--- config.mk ---
export PLATFORM = sky130hd
export DESIGN_NAME = source_token_lexer
export DESIGN_NICKNAME = d
export VERILOG_FILES = /design/src/hw/rtl/stl_pkg.sv /design/src/hw/rtl/stl_front.sv /design/src/hw/rtl/stl_queue.sv /design/src/hw/rtl/stl_back.sv /design/src/hw/rtl/source_token_lexer.sv
export SDC_FILE = /design/constraint.sdc
export NUM_CORES = 1
export LEC_CHECK = 0
export BUFFER_PORTS_ARGS = -buffer_cell sky130_fd_sc_hd__buf_2
export CORE_ASPECT_RATIO = 1.5
export CORE_MARGIN = 2
export CORE_UTILIZATION = 30
export DETAILED_ROUTE_END_ITERATION = 16
export PLACE_DENSITY = 0.43
export REMOVE_ABC_BUFFERS = 1
export SLEW_MARGIN = 30
export SYNTH_ARGS = -nofsm -noshare
export SYNTH_HDL_FRONTEND = slang
export SYNTH_SLANG_ARGS = --single-unit
--- constraint.sdc ---
create_clock -name clk -period 3.6 [get_ports clk]
set_input_delay 0.36 -clock clk [delete_from_list [all_inputs] [get_ports clk]]
set_output_delay 0.36 -clock clk [all_outputs]
set_load 0.01 [all_outputs]
--- src/hw/rtl/stl_pkg.sv ---
// stl_pkg: types, token kinds and keyword table for the source token lexer
// depends on nothing; used by all lexer modules
package stl_pkg;

	localparam logic [15:0] Sat16 = 16'hFFFF;

	localparam logic [5:0] KIND_UNKNOWN = 6'd0;
	localparam logic [5:0] KIND_EOF     = 6'd1;
	localparam logic [5:0] KIND_IDENT   = 6'd2;
	localparam logic [5:0] KIND_NUMBER  = 6'd3;
	localparam logic [5:0] KIND_STRING  = 6'd4;
	localparam logic [5:0] KIND_EQ      = 6'd5;
	localparam logic [5:0] KIND_EQEQ    = 6'd6;
	localparam logic [5:0] KIND_SPECIAL = 6'd7;
	localparam logic [5:0] KIND_KEYWORD = 6'd23;

	typedef enum logic [5:0] {
		MODE_IDLE   = 6'b000001,
		MODE_IDENT  = 6'b000010,
		MODE_NUMBER = 6'b000100,
		MODE_STRING = 6'b001000,
		MODE_EQUALS = 6'b010000,
		MODE_HALT   = 6'b100000
	} mode_t;

	// one token as it travels through the queue
	typedef struct packed {
		logic [5:0]  kind;
		logic [15:0] start;
		logic [15:0] length;
		logic [15:0] line;
		logic        last;
	} token_t;

	// front to queue: up to two tokens caused by one byte
	typedef struct packed {
		logic   valid0;
		logic   valid1;
		token_t tok0;
		token_t tok1;
	} tok_pair_t;

	localparam int unsigned NumKw = 15;

	// keywords right-aligned, eight bits per letter, first letter highest
	function automatic logic [63:0] kw_text(input logic [3:0] idx);
		logic [63:0] t;
		unique case (idx)
			4'd0:  t = 64'h766172;
			4'd1:  t = 64'h636f6e7374;
			4'd2:  t = 64'h74727565;
			4'd3:  t = 64'h66616c7365;
			4'd4:  t = 64'h6966;
			4'd5:  t = 64'h656c7365;
			4'd6:  t = 64'h7768696c65;
			4'd7:  t = 64'h616e64;
			4'd8:  t = 64'h6f72;
			4'd9:  t = 64'h66756e;
			4'd10: t = 64'h737472696e67;
			4'd11: t = 64'h696e74;
			4'd12: t = 64'h626f6f6c;
			4'd13: t = 64'h766f6964;
			4'd14: t = 64'h72657475726e;
			default: t = 64'h0;
		endcase
		return t;
	endfunction

	function automatic logic [3:0] kw_len(input logic [3:0] idx);
		logic [3:0] l;
		unique case (idx) inside
			4'd0, 4'd7, 4'd9, 4'd11:          l = 4'd3;
			4'd1, 4'd3, 4'd6:                 l = 4'd5;
			4'd2, 4'd5, 4'd12, 4'd13:         l = 4'd4;
			4'd4, 4'd8:                       l = 4'd2;
			4'd10, 4'd14:                     l = 4'd6;
			default:                          l = 4'd0;
		endcase
		return l;
	endfunction

	// special character code, 16 when the byte is not one
	function automatic logic [4:0] special_idx(input logic [7:0] b);
		logic [4:0] r;
		unique case (b)
			8'h2b: r = 5'd0;
			8'h2d: r = 5'd1;
			8'h2a: r = 5'd2;
			8'h2f: r = 5'd3;
			8'h25: r = 5'd4;
			8'h28: r = 5'd5;
			8'h29: r = 5'd6;
			8'h2c: r = 5'd7;
			8'h3c: r = 5'd8;
			8'h3e: r = 5'd9;
			8'h26: r = 5'd10;
			8'h7c: r = 5'd11;
			8'h7b: r = 5'd12;
			8'h7d: r = 5'd13;
			8'h21: r = 5'd14;
			8'h3a: r = 5'd15;
			default: r = 5'd16;
		endcase
		return r;
	endfunction

endpackage

--- src/hw/rtl/stl_front.sv ---
// stl_front: byte classifier and lexer state, produces up to two tokens per byte
// depends on stl_pkg
module stl_front #(
	parameter int unsigned MAX_SOURCE    = 65536,
	parameter int unsigned KEYWORD_CHARS = 6
) (
	input  logic                clk,
	input  logic                arst_n,
	input  logic                byte_valid,
	input  logic [7:0]          byte_data,
	input  logic                room,
	output stl_pkg::tok_pair_t  pair
);

	localparam int unsigned PfxW = 8 * KEYWORD_CHARS;
	localparam logic [15:0] PosLim = (MAX_SOURCE - 1 > 65535) ? 16'hFFFF
		: 16'(MAX_SOURCE - 1);

	stl_pkg::mode_t mode_q, mode_d;
	logic [15:0] pstart_q, pstart_d, plen_q, plen_d, line_q, line_d, pos_q, pos_d;
	logic [PfxW-1:0] pfx_q, pfx_d;

	logic byte_take;
	logic is_letter, is_digit;
	logic [4:0] sp;
	logic [5:0] id_kind;
	logic [15:0] pos_inc, plen_inc, line_inc;
	logic lex_now;

	assign byte_take = byte_valid && room;
	assign is_letter = (byte_data >= 8'h61 && byte_data <= 8'h7a)
		|| (byte_data >= 8'h41 && byte_data <= 8'h5a);
	assign is_digit = byte_data >= 8'h30 && byte_data <= 8'h39;
	assign sp = stl_pkg::special_idx(byte_data);
	assign pos_inc = (pos_q >= PosLim) ? PosLim : pos_q + 16'd1;
	assign plen_inc = (plen_q == stl_pkg::Sat16) ? plen_q : plen_q + 16'd1;
	assign line_inc = (line_q == stl_pkg::Sat16) ? line_q : line_q + 16'd1;

	// whole-token keyword compare, in parallel
	always_comb begin
		logic [63:0] wide;
		wide = 64'(pfx_q);
		id_kind = stl_pkg::KIND_IDENT;
		if (plen_q <= 16'(KEYWORD_CHARS)) begin
			for (int k = 0; k < stl_pkg::NumKw; k++) begin
				if (16'(stl_pkg::kw_len(4'(k))) == plen_q
						&& stl_pkg::kw_text(4'(k)) == wide)
					id_kind = stl_pkg::KIND_KEYWORD + 6'(k);
			end
		end
	end

	always_comb begin
		stl_pkg::token_t t0, t1;
		logic v0, v1;
		mode_d = mode_q; pstart_d = pstart_q; plen_d = plen_q;
		line_d = line_q; pos_d = pos_q; pfx_d = pfx_q;
		v0 = 1'b0; v1 = 1'b0;
		t0 = '0; t1 = '0;
		lex_now = 1'b0;
		t0.line = line_q; t1.line = line_q;
		unique case (mode_q)
			stl_pkg::MODE_HALT: begin
				if (byte_data == 8'h00) begin
					mode_d = stl_pkg::MODE_IDLE; pstart_d = '0; plen_d = '0;
					line_d = 16'd1; pos_d = '0; pfx_d = '0;
				end else pos_d = pos_inc;
			end
			stl_pkg::MODE_STRING: begin
				if (byte_data == 8'h22) begin
					v0 = 1'b1; t0.kind = stl_pkg::KIND_STRING; t0.start = pstart_q;
					t0.length = plen_inc; mode_d = stl_pkg::MODE_IDLE; pos_d = pos_inc;
				end else if (byte_data == 8'h00) begin
					v0 = 1'b1; t0.kind = stl_pkg::KIND_UNKNOWN; t0.start = pstart_q;
					t0.length = 16'd1;
					mode_d = stl_pkg::MODE_IDLE; pstart_d = '0; plen_d = '0;
					line_d = 16'd1; pos_d = '0; pfx_d = '0;
				end else if (byte_data == 8'h0a) begin
					v0 = 1'b1; t0.kind = stl_pkg::KIND_UNKNOWN; t0.start = pstart_q;
					t0.length = 16'd1; mode_d = stl_pkg::MODE_HALT; pos_d = pos_inc;
				end else begin
					plen_d = plen_inc; pos_d = pos_inc;
				end
			end
			stl_pkg::MODE_IDENT: begin
				if (is_letter) begin
					if (plen_q < 16'(KEYWORD_CHARS))
						pfx_d = {pfx_q[PfxW-9:0], byte_data};
					plen_d = plen_inc; pos_d = pos_inc;
				end else begin
					v0 = 1'b1; t0.kind = id_kind; t0.start = pstart_q;
					t0.length = plen_q; lex_now = 1'b1;
				end
			end
			stl_pkg::MODE_NUMBER: begin
				if (is_digit) begin
					plen_d = plen_inc; pos_d = pos_inc;
				end else begin
					v0 = 1'b1; t0.kind = stl_pkg::KIND_NUMBER; t0.start = pstart_q;
					t0.length = plen_q; lex_now = 1'b1;
				end
			end
			stl_pkg::MODE_EQUALS: begin
				v0 = 1'b1; t0.start = pstart_q; mode_d = stl_pkg::MODE_IDLE;
				if (byte_data == 8'h3d) begin
					t0.kind = stl_pkg::KIND_EQEQ; t0.length = 16'd2; pos_d = pos_inc;
				end else begin
					t0.kind = stl_pkg::KIND_EQ; t0.length = 16'd1; lex_now = 1'b1;
				end
			end
			default: lex_now = 1'b1;
		endcase

		if (lex_now) begin
			mode_d = stl_pkg::MODE_IDLE;
			t1.start = pos_q; t1.length = 16'd1;
			if (byte_data == 8'h00) begin
				v1 = 1'b1; t1.kind = stl_pkg::KIND_EOF; t1.length = '0;
				pstart_d = '0; plen_d = '0; line_d = 16'd1; pos_d = '0; pfx_d = '0;
			end else begin
				pos_d = pos_inc;
				if (byte_data == 8'h0a) line_d = line_inc;
				else if (byte_data == 8'h20 || byte_data == 8'h09) begin
				end else if (byte_data == 8'h22) begin
					mode_d = stl_pkg::MODE_STRING; pstart_d = pos_q; plen_d = 16'd1;
				end else if (byte_data == 8'h3d) begin
					mode_d = stl_pkg::MODE_EQUALS; pstart_d = pos_q; plen_d = 16'd1;
				end else if (is_letter) begin
					mode_d = stl_pkg::MODE_IDENT; pstart_d = pos_q; plen_d = 16'd1;
					pfx_d = PfxW'(byte_data);
				end else if (is_digit) begin
					mode_d = stl_pkg::MODE_NUMBER; pstart_d = pos_q; plen_d = 16'd1;
				end else if (sp != 5'd16) begin
					v1 = 1'b1; t1.kind = stl_pkg::KIND_SPECIAL + 6'(sp);
				end else begin
					v1 = 1'b1; t1.kind = stl_pkg::KIND_UNKNOWN;
					mode_d = stl_pkg::MODE_HALT;
				end
			end
		end
		t1.last = v1;
		t0.last = !v1;
		// pack so the first valid token sits in slot 0
		if (!v0 && v1) begin
			pair.valid0 = 1'b1; pair.valid1 = 1'b0; pair.tok0 = t1; pair.tok1 = t1;
		end else begin
			pair.valid0 = v0; pair.valid1 = v1; pair.tok0 = t0; pair.tok1 = t1;
		end
		if (!byte_take) begin
			pair.valid0 = 1'b0; pair.valid1 = 1'b0;
		end
	end

	always_ff @(posedge clk or negedge arst_n) begin
		if (!arst_n) begin
			mode_q <= stl_pkg::MODE_IDLE;
			pstart_q <= '0; plen_q <= '0; line_q <= 16'd1; pos_q <= '0; pfx_q <= '0;
		end else if (byte_take) begin
			mode_q <= mode_d; pstart_q <= pstart_d; plen_q <= plen_d;
			line_q <= line_d; pos_q <= pos_d; pfx_q <= pfx_d;
		end
	end

endmodule

--- src/hw/rtl/stl_queue.sv ---
// stl_queue: four-entry token queue, two writes and one read per cycle
// depends on stl_pkg
module stl_queue (
	input  logic                clk,
	input  logic                arst_n,
	input  stl_pkg::tok_pair_t  pair,
	output logic                room,
	output logic                tok_valid,
	output stl_pkg::token_t     tok,
	input  logic                tok_pop
);

	stl_pkg::token_t mem_q [4];
	logic [1:0] wr_q, rd_q;
	logic [2:0] cnt_q;
	logic [1:0] nw;
	logic pop;

	assign room = cnt_q <= 3'd2;
	assign tok_valid = cnt_q != 3'd0;
	assign tok = mem_q[rd_q];
	assign pop = tok_valid && tok_pop;
	assign nw = {1'b0, pair.valid0} + {1'b0, pair.valid1};

	always_ff @(posedge clk) begin
		if (pair.valid0) mem_q[wr_q] <= pair.tok0;
		if (pair.valid1) mem_q[wr_q + 2'd1] <= pair.tok1;
	end

	always_ff @(posedge clk or negedge arst_n) begin
		if (!arst_n) begin
			wr_q <= '0; rd_q <= '0; cnt_q <= '0;
		end else begin
			wr_q <= wr_q + nw;
			if (pop) rd_q <= rd_q + 2'd1;
			cnt_q <= cnt_q + 3'(nw) - 3'(pop);
		end
	end

endmodule

--- src/hw/rtl/stl_back.sv ---
// stl_back: output register stage driving the token channel
// depends on stl_pkg
module stl_back (
	input  logic             clk,
	input  logic             arst_n,
	input  logic             tok_valid,
	input  stl_pkg::token_t  tok,
	output logic             tok_pop,
	output logic             out_valid,
	output stl_pkg::token_t  out_tok,
	input  logic             out_stall
);

	logic load;
	assign load = !out_valid || !out_stall;
	assign tok_pop = load;

	always_ff @(posedge clk or negedge arst_n) begin
		if (!arst_n) out_valid <= 1'b0;
		else if (load) out_valid <= tok_valid;
	end

	always_ff @(posedge clk) begin
		if (load) out_tok <= tok;
	end

endmodule

--- src/hw/rtl/source_token_lexer.sv ---
// source_token_lexer: streaming lexer top level
// depends on stl_pkg, stl_front, stl_queue, stl_back
//
// channel   direction  handshake           payload
// source    in         valid / stall       source_byte
// token     out        token_valid / stall token_kind/start/length/line, last_of_run
//
// one byte per cycle sustained while the token side does not stall; a byte that
// causes two tokens sends them out one after the other, so a long run of such
// bytes paces at the token port; the front keeps all lexer state and takes a byte
// whenever the queue has room for two tokens; tokens are queued, then registered
// reset clears mode, counters and queue; line counter restarts at one
// stall on the token side fills the queue, then raises stall on the source
module source_token_lexer #(
	parameter int unsigned MAX_SOURCE    = 65536,
	parameter int unsigned KEYWORD_CHARS = 6
) (
	input  logic        clk,
	input  logic        arst_n,
	input  logic        valid,
	output logic        stall,
	input  logic [7:0]  source_byte,
	output logic        token_valid,
	input  logic        token_stall,
	output logic [5:0]  token_kind,
	output logic [15:0] token_start,
	output logic [15:0] token_length,
	output logic [15:0] token_line,
	output logic        last_of_run
);

	stl_pkg::tok_pair_t pair;
	stl_pkg::token_t q_tok, o_tok;
	logic room, q_valid, q_pop;

	// front: classify and update state
	stl_front #(.MAX_SOURCE(MAX_SOURCE), .KEYWORD_CHARS(KEYWORD_CHARS)) u_front (
		.clk(clk), .arst_n(arst_n), .byte_valid(valid), .byte_data(source_byte),
		.room(room), .pair(pair)
	);

	// queue decouples the two sides
	stl_queue u_queue (
		.clk(clk), .arst_n(arst_n), .pair(pair), .room(room),
		.tok_valid(q_valid), .tok(q_tok), .tok_pop(q_pop)
	);

	stl_back u_back (
		.clk(clk), .arst_n(arst_n), .tok_valid(q_valid), .tok(q_tok),
		.tok_pop(q_pop), .out_valid(token_valid), .out_tok(o_tok),
		.out_stall(token_stall)
	);

	assign stall = !room;
	assign token_kind = o_tok.kind;
	assign token_start = o_tok.start;
	assign token_length = o_tok.length;
	assign token_line = o_tok.line;
	assign last_of_run = o_tok.last;

endmodule

---- Word level (Yosys, flattened, before mapping) ----
Memories as Yosys holds them, arrays and structs flattened. A register that Yosys moved wholly into a read port is not among the register bits.
Index checks and enable logic that the tools add are counted.
storage, ports and cells
  output and inout bits ................... 57
  memories kept ........................... 1
  register bits after elaboration ......... 126
  bits in writable memories ............... 220
  input bits .............................. 12
  word-level logic and storage cells ...... 267
operators by class
  $lt $le $gt $ge ......................... 10
  add/subtract/negate cells ............... 10
  equality and inequality tests ........... 55
  muxes and demuxes ....................... 144
  reduce and logical (&&, ||, !) cells .... 37
memory list
  memory         depth  bits a word  read ports  clocked after Yosys merged registers in  write ports  line             text
  u_queue.mem_q  4      55           1           1                                        2            stl_queue.sv:13  stl_pkg::token_t mem_q [4];
operator list
  operator               number
  $eq 64x48->1           15
  $mux 64                15
  $mux 16                38
  $mux 48                11
  $mux 6                 28
  $mux 38                4
  $pmux 38 s4            1
  $pmux 48 s3            1
  $eq 8x6->1 const B     16
  $mux 112               1
  $eq 4x16->1            5
  $pmux 16 s5            1
  $pmux 5 s16            1
  $pmux 16 s2            2
  $pmux 16 s4            1
  $add 16x1->16 const B  3
  $mux 5                 9
  $mux 34                1
  $eq 16x16->1 const B   2
  $mux 32                1
  $eq 8x7->1 const B     3
  $logic_and 1x1->1      21
  $mux 4                 5
  $mux 1                 18
  other kinds (37)       53

---- Logic depth before layout (Yosys ltp) ----
  word-level depth ........................ 27
  depth in mapped cells ................... 14
  depth with buffers taken out ............ 11

---- Modules after synthesis ----
A second synthesis with hierarchy kept.
unflattened totals
  cell total of the unflattened synthesis .. 1650
  area total of the unflattened synthesis .. 21460.6 µm²
by module, submodules not included
  module              area an instance (µm²)  sequential area each (µm²)  cells an instance  times used
  stl_queue           11240.8                 6781.5                      572                1
  stl_front           8528.2                  2955.3                      1019               1
  stl_back            1687.9                  1676.6                      58                 1
  source_token_lexer  3.8                     0.0                         1                  1

---- Worst setup path before layout ----
No wires, ideal clock.
  kind .................................... reg2reg
  start ................................... reg u_front.mode_q[1]
  end ..................................... mem u_queue.mem_q[1][0] in the netlist's numbering (enable)
  path buffers ............................ 3
  required time ........................... 3.183 ns
  clock period less this slack ............ 3.623 ns
  stages on the path, launching flop included .. 10
  setup time .............................. 0.417 ns
  path slack .............................. -0.023 ns
  data arrival time ....................... 3.206 ns
  path through ............................ dfrtp_1 -> nor4_2 -> nand2_1 -> a21oi_4 -> or3_1 -> buf_2 -> buf_2 -> nand3_1 -> nand2_1 -> clkbuf_1
RTL lines
  what                    line              text
  start, declared         stl_front.sv:19   stl_pkg::mode_t mode_q, mode_d;
  start signal, assigned  stl_front.sv:156  mode_q <= stl_pkg::MODE_IDLE;
  start signal, assigned  stl_front.sv:159  mode_q <= mode_d; pstart_q <= pstart_d; plen_q <= plen_d;
  end, declared           stl_queue.sv:13

==> impl_metrics.py <==
metrics = {
    "synth": {
        "synth-main-ff-cell": "edfxtp_1",
        "ys_ff_latch": 401,
        "synth.yosys.seq_area_share_pct": 53.1,
        "gate_count_post_synth": 1863,
        "mappedNetlistArea_sq_mm": 0.0204,
        "synth_top_cells_by_area": "edfxtp_1 32%, dfrtp_1 15%, mux4_2 6.1%",
        "synth_top_area_share_pct": 31.7,
        "count_of_flip_flops_with_a_built_in_enable_after_synthesis": 215,
        "ys_types": 95,
        "synth_area_leader_cell": "edfxtp_1",
        "yosys_warnings": 0,
        "syn_avg_cell_area_sq_um": 10.9,
        "postSynth.asyncResetShare_pct": 31.4,
    },
    "setup_path": {
        "r2r-end": "u_queue.mem_q[2][52]",
        "regToRegStartpoint": "u_front.plen_q[15]",
        "critical-path-top-cell-by-count": "nor4_1",
        "setup.worst_path.start_class": "flop",
        "timing.critical_path.slowest_stage_cell": "nor4_1",
        "crit_path_max_fanout": 7,
        "cpPeakStageDelay_ps": 630,
        "crit_arrival_ps": 3840,
        "worstPathRequired_ps": 4030,
        "r2r.worst_path.cells": 7,
        "timing.critical_path.cells": "nor4_1 > nand3_1 > nor3_1 > o311ai_0 > nor4_1 > nand2_1 > o2bb2ai_1",
        "rrSetupSlack_ps": 190,
        "setup.worst_path.class": "reg2reg",
        "critical_path.endpoint_type": "flop",
    },
    "finish": {
        "nNetsFinal": 1988,
        "drive_gt1_share_pct": 18.2,
        "post-route-util_pct": 35.4,
        "area.growth.synth_to_final_pct": 17.4,
        "antenna_cells_inserted": 0,
    },
    "timing": {
        "final.setup_skew_ps": 31.1,
        "fmax_mhz": 293,
        "timing_worst_slew_pin_value_ps": 892,
        "final.min_clock_period_ps": 3410,
        "setup_slack_ps": 191,
        "min_period_over_period_pct": 94.7,
        "slew_headroom_pct": 40.0,
        "report.final.hold_viol_count": 0,
        "unrepaired_setup_endpoints_after_global_routing": "false",
        "final.setup.tns_ps": 0,
        "setup_viol": 0,
        "slew_violations": 0,
    },
    "drt": {
        "drt_wl_total_um": 67000,
        "detailedRoute.firstPassIterationCount": 5,
        "ant_nets": 0,
        "drc": 0,
        "viasPerCell": 5.48,
        "detailedRoute.firstIterationViolations": 932,
        "vias": 15800,
        "routedWlPerCell_um": 23.2,
    },
    "placed_design": {
        "routabilityCongestion": 0.889,
        "hpwl_um": 47300,
        "post-place-ws_ps": 171,
        "number_of_buffer_cells_added_on_primary_ports": 68,
    },
    "floorplanning": {
        "core_sq_mm": 0.0675,
        "die_area_sq_mm": 0.0700,
        "num_rows": 117,
        "io_pins": 69,
        "die_x_um": 217,
        "starting_density_of_the_core_pct": 30.2,
        "die-height_um": 323,
    },
    "power": {
        "static-leakage-power_uw": 0.00874,
        "ir_worst_vdd_mv": 0.353,
        "pwr_density_cell_mw_per_mm2": 625,
    },
    "clock_network": {
        "clock_tree_from_tritoncts": "built",
        "clockRootBuffer": "clkbuf_16",
        "worstSkewPairLatency_ps": 590,
        "clkSinkCount": 401,
        "cts-root-to-sink-buffers": 3,
        "htree_num_levels": 2,
        "numCtsBuffers": 43,
        "worst_setup_hold_path_clk_slew_ps": 70,
    },
    "outcome": {
        "outcome": "finished clean",
    },
    "worst_hold_path": {
        "worst_hold_endpoint": "u_front.pfx_q[2]",
        "whs_path_depth": 2,
        "min_from": "source_byte[2]",
        "holdCritPathClass": "in2reg",
    },
    "grt": {
        "grt_pass1_vias": 16300,
        "grt_max_degree": 69,
        "grt_antenna_before_repair": 1,
        "grt_pass1_wl_um": 102000,
        "grt_overflow": 0,
        "grt.total_usage_pct": 19.2,
    },
    "flow_run": {
        "cap_violations": 0,
    },
}
## worst max-delay path, delay by kind of cell (launching register included)
family	cells	cell delay, ps
simple gates	5	2330
flops	1	480
compound gates	2	440
## layer usage
layer,vias to the layer above,wire length (um),global-route usage [%]
li1,7369,-,-
met1,7897,25500,21.1
met2,401,36500,36.8
met3,146,2130,2.17
met4,0,2870,8.48
met5,-,0,0
## cells by family after synthesis
kind of cell             Yosys count  synth area share (%)
AO/OA/AOI/OAI                    494                  16.4
adder cells (fa/ha/maj)           14                 0.897
buffers and inverters            167                  3.40
multiplexers                      61                  6.38
flip-flops                       401                  53.1
AND/OR/NAND/NOR                  715                  19.3
XOR/XNOR                          11                 0.473
## cells in the final DEF, fill, tap and decap left out, types with 25 or more instances in the layout
cell type,synthesis,final
dfxtp_1,60,60
nor4_1,32,32
a22o_1,83,83
and2_1,57,57
nor3_1,46,46
dfrtp_1,124,122
o21ai_0,160,160
mux4_2,55,55
buf_2,31,67
nand2_1,182,180
buf_4,1,114
edfxtp_1,215,215
and3_1,27,27
clkbuf_16,0,45
nand3_1,93,93
nor2b_1,27,27
o2bb2ai_1,25,25
a21oi_1,72,72
nor2_1,80,79
nand4_1,39,39
## cells in the mapped netlist, drive strengths merged (19+ instances only)
cell type / number
a21oi: 76
dfrtp: 124
nor2: 82
o2bb2ai: 25
nor3: 49
edfxtp: 215
a22o: 83
dfxtp: 60
inv: 27
mux4: 55
nand4: 39
nor4: 36
nand2: 182
and2: 57
and3: 27
o22ai: 19
nand3: 93
nor2b: 27
clkbuf: 92
buf: 48
o21ai: 167
## state kept, by name, summed over array words and instances, names as in the netlist
register and flops:
u_back.out_tok 55, u_queue.wr_q 2, u_back.out_valid 1, u_front.line_q 16
u_queue.mem_q 220, u_queue.cnt_q 3, u_front.pstart_q 16, u_queue.rd_q 2
u_front.mode_q 6, u_front.pfx_q 48, u_front.plen_q 16, u_front.pos_q 16
## how the worst max path moves through the flow
stage	endpoint	start	cells past startpoint	slack [ps]
5_1_grt	u_queue.mem_q[2][52]	u_front.plen_q[15]	7	8
3_5_place_dp	u_queue.mem_q[3][43]	source_byte[6]	11	170
4_1_cts	u_queue.mem_q[2][52]	u_front.plen_q[15]	7	200
2_1_floorplan	u_queue.mem_q[1][10]	u_front.mode_q[0]	7	-1340
3_3_place_gp	u_queue.cnt_q[2]	source_byte[6]	13	200
6_report	u_queue.mem_q[2][52]	u_front.plen_q[15]	7	190
## area by class of cell
type	instances	area, sq um
Multi-Input combinational cell	1295	8890
Clock inverter	26	362
Tap cell	892	1120
Fill cell	6709	43600
Sequential cell	401	10800
Timing Repair Buffer	194	1430
Clock buffer	52	1180
Inverter	27	103
## metrics by stage
| step | hold WS [ps] | cell area [sq um] | instances | total power, uW |
|---|---|---|---|---|
| finish | 153 | 23900 | 2887 | 14900 |
| floorplan | 64.4 | 19800 | 1723 | 8280 |
| global route | 152 | 23900 | 2887 | 15600 |
| CTS | 123 | 23900 | 2887 | 15200 |
| global placement | 430 | 22400 | 2808 | 10100 |
| detailed placement | 429 | 22400 | 2808 | 10200 |
## report_power, final
| part | switching [uW] | total (uW) | internal [uW] | leakage [uW] |
|---|---|---|---|---|
| sequential | 585 | 6120 | 5540 | 0.00423 |
| combinational | 2310 | 3860 | 1540 | 0.00375 |
| clock | 1970 | 4950 | 2990 | 0.000760 |
## repair_timing
action                                  4_1_cts  5_1_grt
hold buffers                                  1        0
endpoints found under the setup margin        0       20
setup buffers                                 0        0
gates resized for setup                       0        1
hold endpoints to repair                     65        0
(Power assumes the default switching activity.)
